## src/hw/rtl/arl_pkg.sv

```systemverilog
// Shared types and constants for the address range lookup block.
// No dependencies; imported by every module of the block.
`default_nettype none

package arl_pkg;

  // Table geometry
  localparam int TABLE_DEPTH = 64;
  localparam int IDX_W       = (TABLE_DEPTH > 1) ? $clog2(TABLE_DEPTH) : 1;
  localparam int CNT_W       = $clog2(TABLE_DEPTH + 1);

  // Field widths
  localparam int ADDR_W = 32;
  localparam int TAG_W  = 16;

  // Item kinds
  typedef enum logic {
    KIND_ADD    = 1'b0,
    KIND_LOOKUP = 1'b1
  } arl_kind_t;

  // Add status codes
  typedef enum logic {
    STATUS_OK   = 1'b0,
    STATUS_FULL = 1'b1
  } arl_status_t;

  // Controller states
  typedef enum logic [1:0] {
    ST_IDLE,
    ST_ADD,
    ST_SCAN,
    ST_DONE
  } arl_state_t;

  // One stored range entry
  typedef struct packed {
    logic [ADDR_W-1:0] lo;
    logic [ADDR_W-1:0] hi;
    logic [TAG_W-1:0]  tag;
  } arl_entry_t;

  // Controller to datapath commands
  typedef struct packed {
    logic latch;         // capture the accepted transaction
    logic scan_start;    // rewind the scan pointer
    logic scan_step;     // read the next entry
    logic scan_capture;  // record the lookup result
    logic add_exec;      // append entry or flag full, record result
    logic out_load;      // move the result into the output register
  } arl_cmd_t;

  // Datapath to controller status
  typedef struct packed {
    logic hit;        // entry read last cycle covers the address
    logic exhausted;  // every stored entry has been compared
    logic out_free;   // output register can take a result this cycle
  } arl_sts_t;

endpackage

`default_nettype wire

```

## src/hw/rtl/arl_ctrl.sv

```systemverilog
// Controller state machine for the address range lookup block.
// Depends on arl_pkg for the state, command and status types.
`default_nettype none

module arl_ctrl (
  input  wire logic              clk,
  input  wire logic              rst_n,
  input  wire logic              in_valid,
  input  wire logic              in_kind,
  output logic                   in_ready,
  input  wire arl_pkg::arl_sts_t sts,
  output arl_pkg::arl_cmd_t      cmd
);
  import arl_pkg::*;

  arl_state_t state_r;
  arl_state_t state_nxt;

  // State register
  always_ff @(posedge clk) begin
    if (!rst_n) begin
      state_r <= ST_IDLE;
    end else begin
      state_r <= state_nxt;
    end
  end

  // Next state and commands
  always_comb begin
    state_nxt = state_r;
    cmd       = '0;
    in_ready  = 1'b0;
    unique case (state_r)
      ST_IDLE: begin
        // take nothing while reset is held
        in_ready = rst_n;
        if (in_valid && rst_n) begin
          cmd.latch = 1'b1;
          if (arl_kind_t'(in_kind) == KIND_LOOKUP) begin
            cmd.scan_start = 1'b1;
            state_nxt      = ST_SCAN;
          end else begin
            state_nxt = ST_ADD;
          end
        end
      end
      ST_ADD: begin
        cmd.add_exec = 1'b1;
        state_nxt    = ST_DONE;
      end
      ST_SCAN: begin
        // stop at the first hit or when the table runs out
        if (sts.hit || sts.exhausted) begin
          cmd.scan_capture = 1'b1;
          state_nxt        = ST_DONE;
        end else begin
          cmd.scan_step = 1'b1;
        end
      end
      ST_DONE: begin
        if (sts.out_free) begin
          cmd.out_load = 1'b1;
          state_nxt    = ST_IDLE;
        end
      end
      default: begin
        state_nxt = ST_IDLE;
      end
    endcase
  end

endmodule

`default_nettype wire

```

## config.mk

```make
export PLATFORM = sky130hd
export DESIGN_NAME = arl_ctrl
export DESIGN_NICKNAME = d
export VERILOG_FILES = /design/src/hw/rtl/arl_pkg.sv /design/src/hw/rtl/arl_ctrl.sv
export SDC_FILE = /design/constraint.sdc
export NUM_CORES = 1
export LEC_CHECK = 0
export ABC_CLOCK_PERIOD_IN_PS = 1500
export BUFFER_PORTS_ARGS = -buffer_cell sky130_fd_sc_hd__buf_2
export CORE_AREA = 4 4 41 43
export CTS_CLUSTER_DIAMETER = 40
export DETAILED_ROUTE_END_ITERATION = 10
export DIE_AREA = 0 0 45 47
export RECOVER_POWER = 50
export SLEW_MARGIN = 30
export SYNTH_ARGS = -nofsm -noshare
export SYNTH_HDL_FRONTEND = slang
export SYNTH_SLANG_ARGS = --single-unit
```

## constraint.sdc

```tcl
create_clock -name clk -period 1.5 [get_ports clk]
set_clock_uncertainty 0.05 [all_clocks]
set_input_delay 0.225 -clock clk [delete_from_list [all_inputs] [get_ports clk]]
set_output_delay 0.225 -clock clk [all_outputs]
set_load 0.01 [all_outputs]
```

==> results.sh <==
export IMPL_cts_sinks=2
export IMPL_status="finished clean"
export IMPL_max_clock_freq_ghz=0.6843
export IMPL_setup_violations=0
export IMPL_gp_congestion=0.5864
export IMPL_leakage_nw=0.1974
export IMPL_syn_inst=27
export IMPL_nNetsFinal=60
export IMPL_largest_reg_flops=2
export IMPL_antenna_found_initial=0
export IMPL_timing_rr_start="state_r[1]"
export IMPL_cts_max_path_buffers=2
export IMPL_dpl_cell_area_um2=325.3
export IMPL_finalCritPeriodShare=0.9743
export IMPL_root_buffer="clkbuf_4"
export IMPL_ant_nets=0
export IMPL_rows=13
export IMPL_yosys_warnings=0
export IMPL_maxCapViolations=0
export IMPL_routed_wl_um=518
export IMPL_hold_viol_final=0
export IMPL_clk_insertion_delay_late_ns=0.22
export IMPL_mostFrequentLayoutCell="buf_2"
export IMPL_worstHoldPathCells=3
export IMPL_top_register="state_r"
export IMPL_start_util=0.1798
export IMPL_coreArea_um2=1301
export IMPL_numCtsBuffers=3
export IMPL_num_vias=245
export IMPL_startpoint="state_r[1]"
export IMPL_yosys_top_cells_area="ha_1, dfxtp_1, mux2i_1"
export IMPL_syn_nets=39
export IMPL_syn_to_final_growth_pct=71.66
export IMPL_path_clk_slew_ns=0.03
export IMPL_cp_data_arrival_time_ns=1.19
export IMPL_grt_max_degree=8
export IMPL_netlist_area_um2=234.0
export IMPL_maxSlewHeadroom=0.8110
export IMPL_track_usage=0.06073
export IMPL_wl_met2_um=255
export IMPL_synth_area_per_cell_um2=8.666
export IMPL_slew_violations=0
export IMPL_power_density_nw_per_um2=1366
export IMPL_worst_slack_ns=0.03860
export IMPL_fin_cells=61
export IMPL_critPathRequiredTime_ns=1.22
export IMPL_yosysSeqAreaShare=0.1711
export IMPL_yosys_area_top_type_share=0.2674
export IMPL_hold_path_startpoint="rst_n"
export IMPL_rr_worst_depth=5
export IMPL_io_buffers=13
export IMPL_ir_worst_vdd_mv=0.4012
export IMPL_first_global_vias=237
export IMPL_grt_overflow=0
export IMPL_drive_gt1_frac=0.6522
export IMPL_drc=0
export IMPL_drt_pass1_iterations=1
export IMPL_cts_hold_buf=0
export IMPL_top_layer_used="met3"
export IMPL_num_antenna_cells=0
export IMPL_power_uw=548.5
export IMPL_final_min_clock_period_ns=1.461
export IMPL_post_dp_hpwl_um=407.5
export IMPL_met3WireLength_um=63
export IMPL_htree_num_levels=1
export IMPL_wl_per_cell_um=8.492
export IMPL_crit_fanout=4
export IMPL_path_class="register to primary output"
export IMPL_grt_pass1_wl_um=869
export IMPL_dieArea_um2=2115
export IMPL_final_cell_mix="buf_2, ha_1, clkbuf_4, buf_4"
export IMPL_first_iter_violations=0
export IMPL_synth_distinct_cells=14
export IMPL_tightestPinTransition_ns=0.2836
export IMPL_cts_tree="yes"
export IMPL_reg_top3="state_r: 2 flops"
export IMPL_fp_dieH_um=47
export IMPL_io_pin_count=14
export IMPL_placedCellCount=56
export IMPL_critPathLaunchType="register"
export IMPL_viasPerCell=4.016
export IMPL_dp_slack_ns=0.09888
export IMPL_ys_ff_latch=2
export IMPL_post_route_cell_area_um2=401.6
export IMPL_wl_met1_um=199
export IMPL_yosysTopAreaCell="ha_1"
export IMPL_die_w_um=45
export IMPL_hold_class="primary input to register"
export IMPL_cp_end_kind="primary output"
-- repair_timing --
item,in CTS,in global routing
gates resized for setup,7,6
pin swaps,1,1
buffers inserted,0,2
setup endpoints to repair,3,2
cloned,0,0
-- worst max-delay path, cell delays in order, from the launching register on --
cell	delay, ns
dfxtp_4	0.36
inv_4	0.05
ha_4	0.15
and3_4	0.14
and2_4	0.14
buf_2	0.13
-- layer usage --
metal  GRT usage  vias up
met3     0.01916        0
met1     0.05882      109
met5           0        -
li1            -      127
met2     0.09605        9
met4     0.07018        0
-- cell families after synthesis --
kind of cell	count (synthesis)	synth area share
flip-flops	2	0.1711
multiplexers	2	0.08556
AO/OA/AOI/OAI	4	0.1390
adder cells (fa/ha/maj)	5	0.2674
buffers and inverters	3	0.04812
AND/OR/NAND/NOR	11	0.2888
-- final timing paths --
path,endpoint,slack (ns)
setup / recovery,cmd[4],0.04
setup reg to reg,state_r[1],0.14
hold / removal,state_r[0],0.26
hold reg to reg,state_r[1],0.47
-- cell type report --
type | instances | area [um^2]
Timing Repair Buffer | 16 | 86.33
Tap cell | 15 | 18.77
Multi-Input combinational cell | 22 | 215.2
Sequential cell | 2 | 45.04
Fill cell | 160 | 899.6
Clock buffer | 3 | 22.52
Inverter | 3 | 13.76
-- Yosys cell counts --
master and n:
a221oi_2 1, and2_1 3, and2_2 1, and3_2 1, dfxtp_1 2, ha_1 5, inv_1 3, mux2i_1 2
nand2_1 2, nand2_2 1, nor2b_1 2, nor3b_1 1, o21a_1 1, o21ai_0 2
-- power breakdown --
part           leakage [nW]  total [mW]  internal, mW  switching [mW]
logic                 0.166       0.331         0.187           0.144
clock network        0.0138       0.118        0.0882          0.0294
registers            0.0175      0.0995        0.0791          0.0204
total                 0.197       0.549         0.355           0.194
-- per-stage QoR --
step | utilization | hold WS, ns | TNS (ns)
after detailed placement | 0.2500 | 0.4623 | 0
after CTS | 0.2846 | 0.2628 | 0
final | 0.3087 | 0.2632 | 0
after global placement | 0.2500 | 0.4513 | 0
after global routing | 0.3087 | 0.3103 | -0.002024
after floorplan | - | 0.3213 | 0
(Power assumes the default switching activity.)
